$ cat src/hdl/cte_pkg.sv
`timescale 1ns / 1ps
`default_nettype none

package cte_pkg;

  // field widths
  localparam int unsigned ChW     = 8;
  localparam int unsigned PosW    = 5;
  localparam int unsigned YearW   = 14;
  localparam int unsigned FieldW  = 7;
  localparam int unsigned EpochW  = 32;
  localparam int unsigned YoeW    = 7;
  localparam int unsigned MpW     = 4;
  localparam int unsigned DoyW    = 9;
  localparam int unsigned HmsW    = 17;
  localparam int unsigned DaysW   = 16;
  localparam int unsigned SecsW   = EpochW + 1;

  // string layout
  localparam logic [PosW-1:0] PosMonth  = PosW'(4);
  localparam logic [PosW-1:0] PosDay    = PosW'(6);
  localparam logic [PosW-1:0] PosSep    = PosW'(8);
  localparam logic [PosW-1:0] PosMinute = PosW'(11);
  localparam logic [PosW-1:0] PosSecond = PosW'(13);
  localparam logic [PosW-1:0] PosLen    = PosW'(15);
  localparam logic [PosW-1:0] PosSat    = PosW'(16);

  // characters
  localparam logic [ChW-1:0] CharSep  = 8'h54;
  localparam logic [ChW-1:0] CharZero = 8'h30;
  localparam logic [ChW-1:0] CharNine = 8'h39;

  // accepted ranges
  localparam logic [YearW-1:0]  YearMin   = YearW'(2024);
  localparam logic [YearW-1:0]  YearMax   = YearW'(2099);
  localparam logic [FieldW-1:0] MonthMax  = FieldW'(12);
  localparam logic [FieldW-1:0] DayMax    = FieldW'(31);
  localparam logic [FieldW-1:0] HourMax   = FieldW'(23);
  localparam logic [FieldW-1:0] MinSecMax = FieldW'(59);
  localparam logic [SecsW-1:0]  EpochMin  = SecsW'(1700000000);

  // days-from-civil, specialised to the era starting in 2000
  localparam int unsigned EraDays   = 146097;
  localparam int unsigned EraIndex  = 5;
  localparam int unsigned EpochDays = 719468;
  localparam logic [YearW-1:0] EraYear  = YearW'(EraIndex * 400);
  localparam logic [DaysW-1:0] DaysBase = DaysW'(EraIndex * EraDays - EpochDays);
  localparam logic [DaysW-1:0] DaysPerYear = DaysW'(365);
  localparam logic [SecsW-1:0] SecsPerDay  = SecsW'(86400);
  localparam logic [HmsW-1:0]  SecsPerHour = HmsW'(3600);
  localparam logic [HmsW-1:0]  SecsPerMin  = HmsW'(60);

  // day of year at the start of each month, counted from march
  function automatic logic [DoyW-1:0] month_start(input logic [MpW-1:0] mp);
    logic [DoyW-1:0] r;
    case (mp)
      4'd0:    r = DoyW'(0);
      4'd1:    r = DoyW'(31);
      4'd2:    r = DoyW'(61);
      4'd3:    r = DoyW'(92);
      4'd4:    r = DoyW'(122);
      4'd5:    r = DoyW'(153);
      4'd6:    r = DoyW'(184);
      4'd7:    r = DoyW'(214);
      4'd8:    r = DoyW'(245);
      4'd9:    r = DoyW'(275);
      4'd10:   r = DoyW'(306);
      4'd11:   r = DoyW'(337);
      default: r = DoyW'(0);
    endcase
    return r;
  endfunction

  // controller to datapath
  typedef struct packed {
    logic take;
    logic stage1;
    logic stage2;
    logic stage3;
    logic load;
  } cte_cmd_t;

  // datapath to controller
  typedef struct packed {
    logic last_taken;
    logic out_free;
  } cte_stat_t;

endpackage

`default_nettype wire

$ cat src/hdl/cte_ifs.sv
`timescale 1ns / 1ps
`default_nettype none

interface cte_char_if
  import cte_pkg::*;
();
  logic           valid;
  logic           ready;
  logic [ChW-1:0] ch;
  logic           last;

  modport source (output valid, output ch, output last, input ready);
  modport sink   (input valid, input ch, input last, output ready);
endinterface

interface cte_result_if
  import cte_pkg::*;
();
  logic              valid;
  logic              ready;
  logic              valid_res;
  logic [EpochW-1:0] epoch;

  modport source (output valid, output valid_res, output epoch, input ready);
  modport sink   (input valid, input valid_res, input epoch, output ready);
endinterface

`default_nettype wire

$ cat src/hdl/compact_timestamp_to_epoch.sv
// sequencing: after the final character's transaction the controller steps through CALC1,
// CALC2, CALC3 and LOAD, its three calculation steps and the output load; the load waits
// while the output register still holds an unaccepted result, and the new result is then
// presented from that register; characters are taken one per cycle, but only in the scan state
// reset: synchronous active-high rst clears position, error flag, digit values and output valid
`timescale 1ns / 1ps
`default_nettype none

module compact_timestamp_to_epoch
  import cte_pkg::*;
(
  input wire logic     clk,
  input wire logic     rst,
  cte_char_if.sink     chars,
  cte_result_if.source result
);

  cte_cmd_t  cmd;
  cte_stat_t stat;

  assign chars.ready = cmd.take;

  // sequencing
  cte_ctrl u_ctrl (
    .clk  (clk),
    .rst  (rst),
    .stat (stat),
    .cmd  (cmd)
  );

  // parsing and date arithmetic
  cte_datapath u_datapath (
    .clk           (clk),
    .rst           (rst),
    .cmd           (cmd),
    .stat          (stat),
    .in_valid      (chars.valid),
    .in_ch         (chars.ch),
    .in_last       (chars.last),
    .out_valid     (result.valid),
    .out_ready     (result.ready),
    .out_valid_res (result.valid_res),
    .out_epoch     (result.epoch)
  );

endmodule

`default_nettype wire

$ cat src/hdl/cte_ctrl.sv
`timescale 1ns / 1ps
`default_nettype none

module cte_ctrl
  import cte_pkg::*;
(
  input  wire logic      clk,
  input  wire logic      rst,
  input  wire cte_stat_t stat,
  output cte_cmd_t       cmd
);

  typedef enum logic [4:0] {
    ST_SCAN  = 5'b00001,
    ST_CALC1 = 5'b00010,
    ST_CALC2 = 5'b00100,
    ST_CALC3 = 5'b01000,
    ST_LOAD  = 5'b10000
  } state_t;

  state_t state;
  state_t state_next;

  // next state
  always_comb begin
    state_next = state;
    case (state)
      ST_SCAN:  if (stat.last_taken) state_next = ST_CALC1;
      ST_CALC1: state_next = ST_CALC2;
      ST_CALC2: state_next = ST_CALC3;
      ST_CALC3: state_next = ST_LOAD;
      ST_LOAD:  if (stat.out_free) state_next = ST_SCAN;
      default:  state_next = ST_SCAN;
    endcase
  end

  always_ff @(posedge clk) begin
    if (rst) begin
      state <= ST_SCAN;
    end else begin
      state <= state_next;
    end
  end

  // commands
  always_comb begin
    cmd.take   = (state == ST_SCAN);
    cmd.stage1 = (state == ST_CALC1);
    cmd.stage2 = (state == ST_CALC2);
    cmd.stage3 = (state == ST_CALC3);
    cmd.load   = (state == ST_LOAD) && stat.out_free;
  end

endmodule

`default_nettype wire

$ cat src/hdl/cte_datapath.sv
`timescale 1ns / 1ps
`default_nettype none

module cte_datapath
  import cte_pkg::*;
(
  input  wire logic              clk,
  input  wire logic              rst,
  input  wire cte_cmd_t          cmd,
  output cte_stat_t              stat,
  input  wire logic              in_valid,
  input  wire logic [ChW-1:0]    in_ch,
  input  wire logic              in_last,
  output logic                   out_valid,
  input  wire logic              out_ready,
  output logic                   out_valid_res,
  output logic [EpochW-1:0]      out_epoch
);

  // gathered state
  logic [PosW-1:0]   char_position;
  logic              format_error;
  logic [YearW-1:0]  year_value;
  logic [FieldW-1:0] month_value;
  logic [FieldW-1:0] day_value;
  logic [FieldW-1:0] hour_value;
  logic [FieldW-1:0] minute_value;
  logic [FieldW-1:0] second_value;

  // calculation stages
  logic              fields_ok;
  logic [YoeW-1:0]   yoe;
  logic [DoyW-1:0]   doy;
  logic [HmsW-1:0]   hms;
  logic [DaysW-1:0]  days;
  logic [SecsW-1:0]  secs;

  logic              in_fire;
  logic              is_digit;
  logic [3:0]        dig;
  logic [YearW-1:0]  year_acc;
  logic [FieldW-1:0] field_acc_m;
  logic [FieldW-1:0] field_acc_d;
  logic [FieldW-1:0] field_acc_h;
  logic [FieldW-1:0] field_acc_mi;
  logic [FieldW-1:0] field_acc_s;

  logic              fields_ok_next;
  logic              early_month;
  logic [MpW-1:0]    mp;
  logic [YoeW-1:0]   yoe_next;
  logic [DoyW-1:0]   doy_next;
  logic [HmsW-1:0]   hms_next;
  logic [DaysW-1:0]  days_next;
  logic [SecsW-1:0]  secs_next;
  logic              result_ok;

  assign in_fire         = cmd.take && in_valid;
  assign stat.last_taken = in_fire && in_last;
  assign stat.out_free   = !out_valid || out_ready;

  // character decode and digit accumulation
  assign is_digit     = (in_ch >= CharZero) && (in_ch <= CharNine);
  assign dig          = in_ch[3:0];
  assign year_acc     = year_value * YearW'(10) + YearW'(dig);
  assign field_acc_m  = month_value * FieldW'(10) + FieldW'(dig);
  assign field_acc_d  = day_value * FieldW'(10) + FieldW'(dig);
  assign field_acc_h  = hour_value * FieldW'(10) + FieldW'(dig);
  assign field_acc_mi = minute_value * FieldW'(10) + FieldW'(dig);
  assign field_acc_s  = second_value * FieldW'(10) + FieldW'(dig);

  always_ff @(posedge clk) begin
    if (rst || cmd.stage1) begin
      char_position <= '0;
      format_error  <= 1'b0;
      year_value    <= '0;
      month_value   <= '0;
      day_value     <= '0;
      hour_value    <= '0;
      minute_value  <= '0;
      second_value  <= '0;
    end else if (in_fire) begin
      if (char_position >= PosLen) begin
        format_error <= 1'b1;
      end else if (char_position == PosSep) begin
        if (in_ch != CharSep) format_error <= 1'b1;
      end else if (!is_digit) begin
        format_error <= 1'b1;
      end else if (char_position < PosMonth) begin
        year_value <= year_acc;
      end else if (char_position < PosDay) begin
        month_value <= field_acc_m;
      end else if (char_position < PosSep) begin
        day_value <= field_acc_d;
      end else if (char_position < PosMinute) begin
        hour_value <= field_acc_h;
      end else if (char_position < PosSecond) begin
        minute_value <= field_acc_mi;
      end else begin
        second_value <= field_acc_s;
      end
      char_position <= (char_position >= PosSat) ? PosSat : char_position + PosW'(1);
    end
  end

  // stage 1: range checks, year of era, day of year, time of day
  assign fields_ok_next = !format_error && (char_position == PosLen) &&
                          (year_value >= YearMin) && (year_value <= YearMax) &&
                          (month_value >= FieldW'(1)) && (month_value <= MonthMax) &&
                          (day_value >= FieldW'(1)) && (day_value <= DayMax) &&
                          (hour_value <= HourMax) && (minute_value <= MinSecMax) &&
                          (second_value <= MinSecMax);
  assign early_month = (month_value <= FieldW'(2));
  assign mp          = early_month ? MpW'(month_value + FieldW'(9))
                                   : MpW'(month_value - FieldW'(3));
  assign yoe_next    = YoeW'(year_value - EraYear - YearW'(early_month));
  assign doy_next    = month_start(mp) + DoyW'(day_value) - DoyW'(1);
  assign hms_next    = HmsW'(hour_value) * SecsPerHour + HmsW'(minute_value) * SecsPerMin +
                       HmsW'(second_value);

  // stage 2: days since epoch
  assign days_next = DaysBase + DaysW'(yoe) * DaysPerYear +
                     DaysW'(yoe[YoeW-1:2]) + DaysW'(doy);

  // stage 3: seconds since epoch
  assign secs_next = SecsW'(days) * SecsPerDay + SecsW'(hms);

  assign result_ok = fields_ok && (secs >= EpochMin) && !secs[SecsW-1];

  always_ff @(posedge clk) begin
    if (cmd.stage1) begin
      fields_ok <= fields_ok_next;
      yoe       <= yoe_next;
      doy       <= doy_next;
      hms       <= hms_next;
    end
    if (cmd.stage2) begin
      days <= days_next;
    end
    if (cmd.stage3) begin
      secs <= secs_next;
    end
  end

  // output register
  always_ff @(posedge clk) begin
    if (rst) begin
      out_valid <= 1'b0;
    end else if (cmd.load) begin
      out_valid <= 1'b1;
    end else if (out_ready) begin
      out_valid <= 1'b0;
    end
  end

  always_ff @(posedge clk) begin
    if (cmd.load) begin
      out_valid_res <= result_ok;
      out_epoch     <= result_ok ? secs[EpochW-1:0] : '0;
    end
  end

  // checks
  a_gather_cleared: assert property (@(posedge clk) disable iff (rst)
    cmd.stage1 |=> (char_position == '0) && !format_error)
    else $error("gathered state not cleared after capture");

  a_pos_saturates: assert property (@(posedge clk) disable iff (rst)
    char_position <= PosSat)
    else $error("character position beyond saturation");

  a_valid_epoch_min: assert property (@(posedge clk) disable iff (rst)
    (out_valid && out_valid_res) |-> (out_epoch >= EpochMin[EpochW-1:0]))
    else $error("valid result below minimum epoch");

  a_invalid_zero: assert property (@(posedge clk) disable iff (rst)
    (out_valid && !out_valid_res) |-> (out_epoch == '0))
    else $error("invalid result with nonzero epoch");

  a_load_shows: assert property (@(posedge clk) disable iff (rst)
    cmd.load |=> out_valid)
    else $error("loaded result not presented");

endmodule

`default_nettype wire
$ cat src/flat_wrapper.sv
// flat-port wrapper written by rule: the top's interface ports become plain ports
module compact_timestamp_to_epoch_flat import cte_pkg::*;
  (clk, rst, chars_valid, chars_ch, chars_last, chars_ready, result_valid, result_valid_res, result_epoch, result_ready);
  cte_char_if chars_i ();
  cte_result_if result_i ();
  input wire logic clk;
  input wire logic rst;
  input wire logic [$bits(chars_i.valid)-1:0] chars_valid;
  input wire logic [$bits(chars_i.ch)-1:0] chars_ch;
  input wire logic [$bits(chars_i.last)-1:0] chars_last;
  output wire logic [$bits(chars_i.ready)-1:0] chars_ready;
  output wire logic [$bits(result_i.valid)-1:0] result_valid;
  output wire logic [$bits(result_i.valid_res)-1:0] result_valid_res;
  output wire logic [$bits(result_i.epoch)-1:0] result_epoch;
  input wire logic [$bits(result_i.ready)-1:0] result_ready;
  assign chars_i.valid = chars_valid;
  assign chars_i.ch = chars_ch;
  assign chars_i.last = chars_last;
  assign chars_ready = chars_i.ready;
  assign result_valid = result_i.valid;
  assign result_valid_res = result_i.valid_res;
  assign result_epoch = result_i.epoch;
  assign result_i.ready = result_ready;
  compact_timestamp_to_epoch u_core (.clk(clk), .rst(rst), .chars(chars_i), .result(result_i));
endmodule
$ cat config.mk
export PLATFORM = sky130hd
export DESIGN_NAME = compact_timestamp_to_epoch_flat
export DESIGN_NICKNAME = d
export VERILOG_FILES = /design/src/hdl/cte_pkg.sv /design/src/hdl/cte_ifs.sv /design/src/hdl/compact_timestamp_to_epoch.sv /design/src/hdl/cte_ctrl.sv /design/src/hdl/cte_datapath.sv /design/src/flat_wrapper.sv
export SDC_FILE = /design/constraint.sdc
export NUM_CORES = 1
export LEC_CHECK = 0
export ABC_CLOCK_PERIOD_IN_PS = 10800
export BUFFER_PORTS_ARGS = -buffer_cell sky130_fd_sc_hd__buf_2
export CAP_MARGIN = 20
export CORE_ASPECT_RATIO = 1.2
export CORE_UTILIZATION = 50
export CTS_CLUSTER_DIAMETER = 100
export CTS_CLUSTER_SIZE = 16
export DETAILED_ROUTE_END_ITERATION = 10
export PLACE_DENSITY = 0.76
export SYNTH_ARGS = -nofsm -noshare
export SYNTH_HDL_FRONTEND = slang
export SYNTH_SLANG_ARGS = --single-unit
$ cat constraint.sdc
create_clock -name clk -period 10.8 [get_ports clk]
set_clock_uncertainty 0.15 [all_clocks]
set_input_delay 2.7 -clock clk [delete_from_list [all_inputs] [get_ports clk]]
set_output_delay 2.7 -clock clk [all_outputs]
set_load 0.05 [all_outputs]
==> flow_summary.ini, run 1 <==
[outcome]
run_status = completed

[cts]
cts_sinks = 177
cts-buffers-inserted = 17
cts_tree = yes
holdBufCountCts = 0
cts_root_buffer = clkbuf_16
cts.clk_slew.worst_paths_ns = 0.07
insertion_delay_ns = 0.44
clk_path_buf_depth = 2
clock_tree.htree_level_count = 4
post_cts_resized = 0
postCtsSetupRepairBufs = 0

[die]
ios = 48
die_w_um = 168
rows = 72
dieArea_um2 = 33900
initial_core_util_pct = 51.2
die_h_um = 202
coreArea_um2 = 32400

[layout]
final_common_cell = ha_1
fin_nets = 2094
n_antenna_cell = 0
layout_common_cells = ha_1 (311), inv_1 (266), edfxtp_1 (116), nor2_1 (107), xnor2_1 (103)
utilization_pct = 55.2
n_fill_cell = 2835
drive_gt1_share_pct = 6.56
syn2layout_area_growth_pct = 7.80

[worst_hold_path]
hold_class = reg2reg

[power]
leakage_nw = 8.37
irDropWorstVdd_mv = 0.0951
p_per_area_nw_per_um2 = 86.9

[routing]
vias = 11300
ant_nets = 0
vias_per_cell = 5.38
first_iter_violations = 406
wl_per_cell_um = 14.8
firstDrtPassIters = 5
drc = 0
wl_um = 31000

[place]
port_buffers = 47
dp_hpwl_um = 25100
gp_congestion = 0.872

[logic_synthesis]
synth_warnings = 0
synth-main-ff-cell = edfxtp_1
avgSynthCellArea_um2 = 10.1
synth-edff-count = 116
syn-instance-count = 1637
synthArstFlopShare_pct = 0
synth_seq_cells = 177
syn_area_um2 = 16600
ys_seq_area_share_pct = 28.4
synth_nets = 2053
yosysUniqueCellTypes = 72

[sta]
hold_viol_final = 0
finalCritPeriodShare_pct = 52.9
setup_viol = 0
worst_pin_slew_ns = 0.993
rsz0062_at_grt = false
setup_tns_ns = 0
max_freq_mhz = 175
final_max_slew_viol_count = 0
fin_crit_ns = 5.71
slew_headroom_pct = 33.7

[global_routing]
grtUsageTotal_pct = 19.0
grt_overflow_total = 0
antenna_found_initial = 0
grt_max_degree = 56
first_global_vias = 11500
grt_pass1_wl_um = 52300

[setup_path]
cp_slowest_cell = fa_1
cpPeakStageDelay_ns = 0.51
worstPathArrival_ns = 5.75
cpMostUsedCell = inv_1
endpoint_kind = flop
crit_type = reg2reg
cp-start-kind = flop
worstPathRequired_ns = 10.83
worstPathMaxFanout = 7
critical_path.cell_chain = ha_1, inv_1, fa_1, inv_1, fa_1, ha_1, inv_1, fa_1, inv_1, ha_1, nand3_1, or2_1, o211a_2, xor2_1, a211o_1, a2111oi_2, nand4_1, nor3_2, nand3_1, xnor2_1

[run]
maxCapViolations = 0
## path summary, 6_finish.rpt
| path | startpoint | end | slack (ns) | depth (start not counted) |
|---|---|---|---|---|
| min | u_core.u_datapath.hms[1] | u_core.u_datapath.secs[1] | 0.27 | 0 |
| max | u_core.u_datapath.days[1] | u_core.u_datapath.secs[31] | 5.09 | 20 |
| min reg2reg | u_core.u_datapath.hms[1] | u_core.u_datapath.secs[1] | 0.27 | 0 |
| max reg2reg | u_core.u_datapath.days[1] | u_core.u_datapath.secs[31] | 5.09 | 20 |
## stage by stage
| step | instances | setup slack [ns] | area, µm² | hold WS, ns | total power [W] |
|---|---|---|---|---|---|
| floorplan | 1637 | 5.23 | 16600 | 0.250 | 0.000889 |
| global placement | 2065 | 5.01 | 17300 | 0.254 | 0.000918 |
| CTS | 2097 | 5.07 | 17900 | 0.277 | 0.00157 |
| finish | 2098 | 5.09 | 17900 | 0.275 | 0.00155 |
| global route | 2098 | 4.70 | 17900 | 0.286 | 0.00161 |
| detailed placement | 2065 | 4.85 | 17300 | 0.262 | 0.000926 |
## cells in the mapped netlist (18+ instances only)
| library cell | number | area share, % |
|---|---|---|
| dfxtp_1 | 61 | 7.4 |
| clkbuf_1 | 20 | 0.45 |
| mux2i_1 | 30 | 1.8 |
| a21oi_1 | 87 | 2.6 |
| o21bai_1 | 18 | 0.81 |
| nand3_1 | 24 | 0.72 |
| inv_1 | 265 | 6.0 |
| edfxtp_1 | 116 | 21 |
| nor2_1 | 107 | 2.4 |
| and2_1 | 33 | 1.2 |
| a211oi_1 | 24 | 1.1 |
| o21ai_0 | 39 | 1.2 |
| a21o_1 | 29 | 1.3 |
| fa_1 | 92 | 11 |
| xnor2_1 | 103 | 5.4 |
| ha_1 | 311 | 23 |
| xor2_1 | 38 | 2.0 |
| nand2_1 | 44 | 1.0 |
## flip-flops by register name (all words and copies together), names as in the netlist, 5 cells and up
register                         cells
u_core.u_datapath.out_epoch         32
u_core.u_datapath.doy                9
u_core.u_datapath.minute_value       7
u_core.u_datapath.days              16
u_core.u_datapath.second_value       7
u_core.u_datapath.yoe                7
u_core.u_ctrl.state                  5
u_core.u_datapath.day_value          7
u_core.u_datapath.hour_value         7
u_core.u_datapath.month_value        7
u_core.u_datapath.hms               17
u_core.u_datapath.char_position      5
u_core.u_datapath.secs              33
u_core.u_datapath.year_value        14
## kinds of logic (layout without fill, tap and decap cells)
| logic type | count (synthesis) | count (layout) | share of synthesized area, % |
|---|---|---|---|
| XOR/XNOR | 145 | 145 | 7.91 |
| AO/OA/AOI/OAI | 263 | 263 | 10.4 |
| buffers and inverters | 295 | 349 | 6.78 |
| adder cells (fa/ha/maj) | 403 | 403 | 34.5 |
| multiplexers | 30 | 30 | 1.81 |
| flip-flops | 177 | 177 | 28.4 |
| AND/OR/NAND/NOR | 324 | 324 | 10.2 |
## report_power, final
group | switching, W | internal, W
combinational | 0.000102 | 0.0000779
sequential | 0.00000721 | 0.000728
clock | 0.000270 | 0.000368
total | 0.000380 | 0.00117
## routing by layer
metal | track usage, % | wire length (µm) | vias to the layer above
met5 | 0 | 0 | -
met4 | 6.40 | 805 | 0
met3 | 2.60 | 667 | 49
met2 | 36.2 | 16400 | 155
met1 | 21.6 | 13100 | 5391
li1 | - | - | 5685
## layout make-up
class / instances / area [µm²] / area share (%)
inverters: 265 / 995 / 5.56
clock buffers: 23 / 522 / 2.92
clock inverters: 9 / 88.8 / 0.497
repair buffers: 52 / 285 / 1.59
well taps: 407 / 509 / 2.85
multi-input cells: 1165 / 10800 / 60.3
flip-flops and latches: 177 / 4700 / 26.3
## critical path, delay by kind of cell, from the launching register on
| family | cells | cell delay, ns |
|---|---|---|
| AO/OA/AOI/OAI | 3 | 0.83 |
| XOR/XNOR | 2 | 0.29 |
| adder cells (fa/ha/maj) | 6 | 2.48 |
| buffers and inverters | 4 | 0.23 |
| flip-flops | 1 | 0.49 |
| AND/OR/NAND/NOR | 5 | 0.98 |
(Power assumes the default switching activity.)
==> run 2, diff against run 1 <==
- ABC_CLOCK_PERIOD_IN_PS: 10800 -> 4950
- PLACE_DENSITY: 0.76 -> 0.79
- clock period: 10.8 -> 4.95 ns (I/O delays scaled with it)
==> run 2 against run 1 <==
Compared with the run above:
- worst setup slack worse by 5.5 ns
- wire length up 8.9%
- flip-flop and latch count unchanged
- the run now ends with negative setup slack left
- sequential power up 120%
- worst hold slack worse by 0.0090 ns
- critical path type unchanged
==> flow_summary.ini, run 2 (synthesized netlist as in run 1, its figures left out) <==
[worst_hold_path]
hold_class = reg2reg

[power]
internal_power_w = 0.00259
p_seq_share_pct = 45.9
pwr-share-clk_pct = 39.0
p_per_area_nw_per_um2 = 180
power_w = 0.00350
netSwitchingFraction_pct = 25.9
irDropWorstVdd_mv = 0.178
switchingPower_w = 0.000905
power_frac_comb_pct = 15.1
leakage_nw = 9.04

[layout]
n_antenna_cell = 0
final_common_cell = ha_1
layout.cells.non_filler = 2221
largest_reg_flops = 33
n_fill_cell = 2564
post-route-cell-area_um2 = 19400
drive_gt1_share_pct = 17.6
top_regs = u_core.u_datapath.secs (33), u_core.u_datapath.out_epoch (32), u_core.u_datapath.hms (17)
fin_nets = 2217
regMostFlops = u_core.u_datapath.secs
syn2layout_area_growth_pct = 16.9
layout_common_cells = ha_1 (291), inv_1 (255), buf_4 (118), edfxtp_1 (116), nor2_1 (105)

[die]
initial_core_util_pct = 51.2
dieArea_um2 = 33900
die_h_um = 202
ios = 48
rows = 72
coreArea_um2 = 32400
die_w_um = 168

[cts]
cts.clk_slew.worst_paths_ns = 0.07
cts_tree = yes
cts_root_buffer = clkbuf_16
insertion_delay_ns = 0.45
clock_tree.htree_level_count = 4
holdBufCountCts = 0
cts_sinks = 177
clk_path_buf_depth = 2
cts-buffers-inserted = 17

[sta]
fin_crit_ns = 5.38
final_max_slew_viol_count = 0
setup_viol = 13
max_freq_mhz = 186
timing.final.ws_setup_ns = -0.427
slew_headroom_pct = 34.7
whs_ns = 0.266
rsz0062_at_grt = true
finalCritPeriodShare_pct = 109
worst_pin_slew_ns = 0.980
hold_viol_final = 0

[place]
dp.cells = 2154
gp_congestion = 0.841
port_buffers = 47
placed_cell_area_um2 = 18000
dp_hpwl_um = 25400

[global_routing]
antenna_found_initial = 1
grt_max_degree = 56
grtUsageTotal_pct = 20.0
first_global_vias = 12100
grt_pass1_wl_um = 55300
grt_overflow_total = 0

[routing]
vias_per_cell = 5.32
vias = 11800
first_iter_violations = 414
drc = 0
ant_nets = 0
firstDrtPassIters = 4
wl_um = 33700
wl_per_cell_um = 15.2

[setup_path]
crit_cells = 21
cp_top_family = adder cells
r2r_end = u_core.u_datapath.secs[31]
cp-start-kind = flop
worstPathMaxFanout = 6
critical_path.cell_chain = ha_1, inv_2, fa_1, inv_2, fa_2, ha_4, inv_2, fa_1, inv_2, ha_4, nand2_2, o21a_1, buf_4, o211a_4, xor2_1, a211o_1, a2111oi_4, nand4_1, nor3_2, nand3_1, xnor2_1
startpoint = u_core.u_datapath.days[3]
cpPeakStageDelay_ns = 0.57
crit_type = reg2reg
worstPathArrival_ns = 5.42
cp.buffers_inverters = 5
cpMostUsedCell = inv_2
timing.rr.start = u_core.u_datapath.days[3]
crit_end = u_core.u_datapath.secs[31]
cp_slowest_cell = fa_1
worstRegToRegCells = 21
endpoint_kind = flop
r2r_slack_ns = -0.43
worstPathRequired_ns = 5.00

[run]
maxCapViolations = 0

[outcome]
run_status = finished, violations left
violations = negative setup slack
## run 2: layer usage
layer | track usage, % | wire length (µm) | vias to the layer above
li1 | - | - | 5925
met5 | 0 | 8 | -
met3 | 2.97 | 843 | 91
met1 | 22.9 | 14100 | 5600
met2 | 36.7 | 17500 | 194
met4 | 8.18 | 1320 | 2
## run 2: timing repair
action / CTS / global route
pin swaps: 40 / 36
resized for setup: 53 / 55
gates cloned: 0 / 0
buffers inserted: 20 / 15
setup endpoints to repair: 16 / 26
## run 2: cell type report
type | count | area, µm² | share of cell area (%)
Multi-Input combinational cell | 1165 | 11400 | 58.6
Sequential cell | 177 | 4700 | 24.2
Timing Repair Buffer | 175 | 1240 | 6.40
Inverter | 265 | 995 | 5.13
Tap cell | 407 | 509 | 2.62
Clock buffer | 18 | 429 | 2.21
Clock inverter | 14 | 151 | 0.780
## run 2: worst min-delay path by stage
stage                                      to  depth (start not counted)                     start
finish              u_core.u_datapath.secs[6]                          0  u_core.u_datapath.hms[6]
global route        u_core.u_datapath.secs[2]                          0  u_core.u_datapath.hms[2]
CTS                 u_core.u_datapath.secs[6]                          0  u_core.u_datapath.hms[6]
detailed placement  u_core.u_datapath.secs[4]                          0  u_core.u_datapath.hms[4]
global placement    u_core.u_datapath.secs[6]                          0  u_core.u_datapath.hms[6]
floorplan           u_core.u_datapath.secs[0]                          0  u_core.u_datapath.hms[0]
## run 2: stage by stage
stage | TNS [ns] | utilization (%) | setup slack [ns]
finish | -3.45 | 59.8 | -0.427
global route | -5.81 | 59.8 | -0.595
CTS | -2.05 | 58.6 | -0.314
detailed placement | -4.34 | 55.5 | -0.532
global placement | -2.75 | 55.5 | -0.390
floorplan | -1.13 | - | -0.227
## run 2: power groups by stage
stage | combinational [W] | clock, W | sequential (W)
finish | 0.000529 | 0.00136 | 0.00160
global route | 0.000585 | 0.00144 | 0.00160
CTS | 0.000476 | 0.00138 | 0.00160
detailed placement | 0.000445 | 0 | 0.00164
global placement | 0.000428 | 0 | 0.00163
floorplan | 0.000319 | 0 | 0.00163
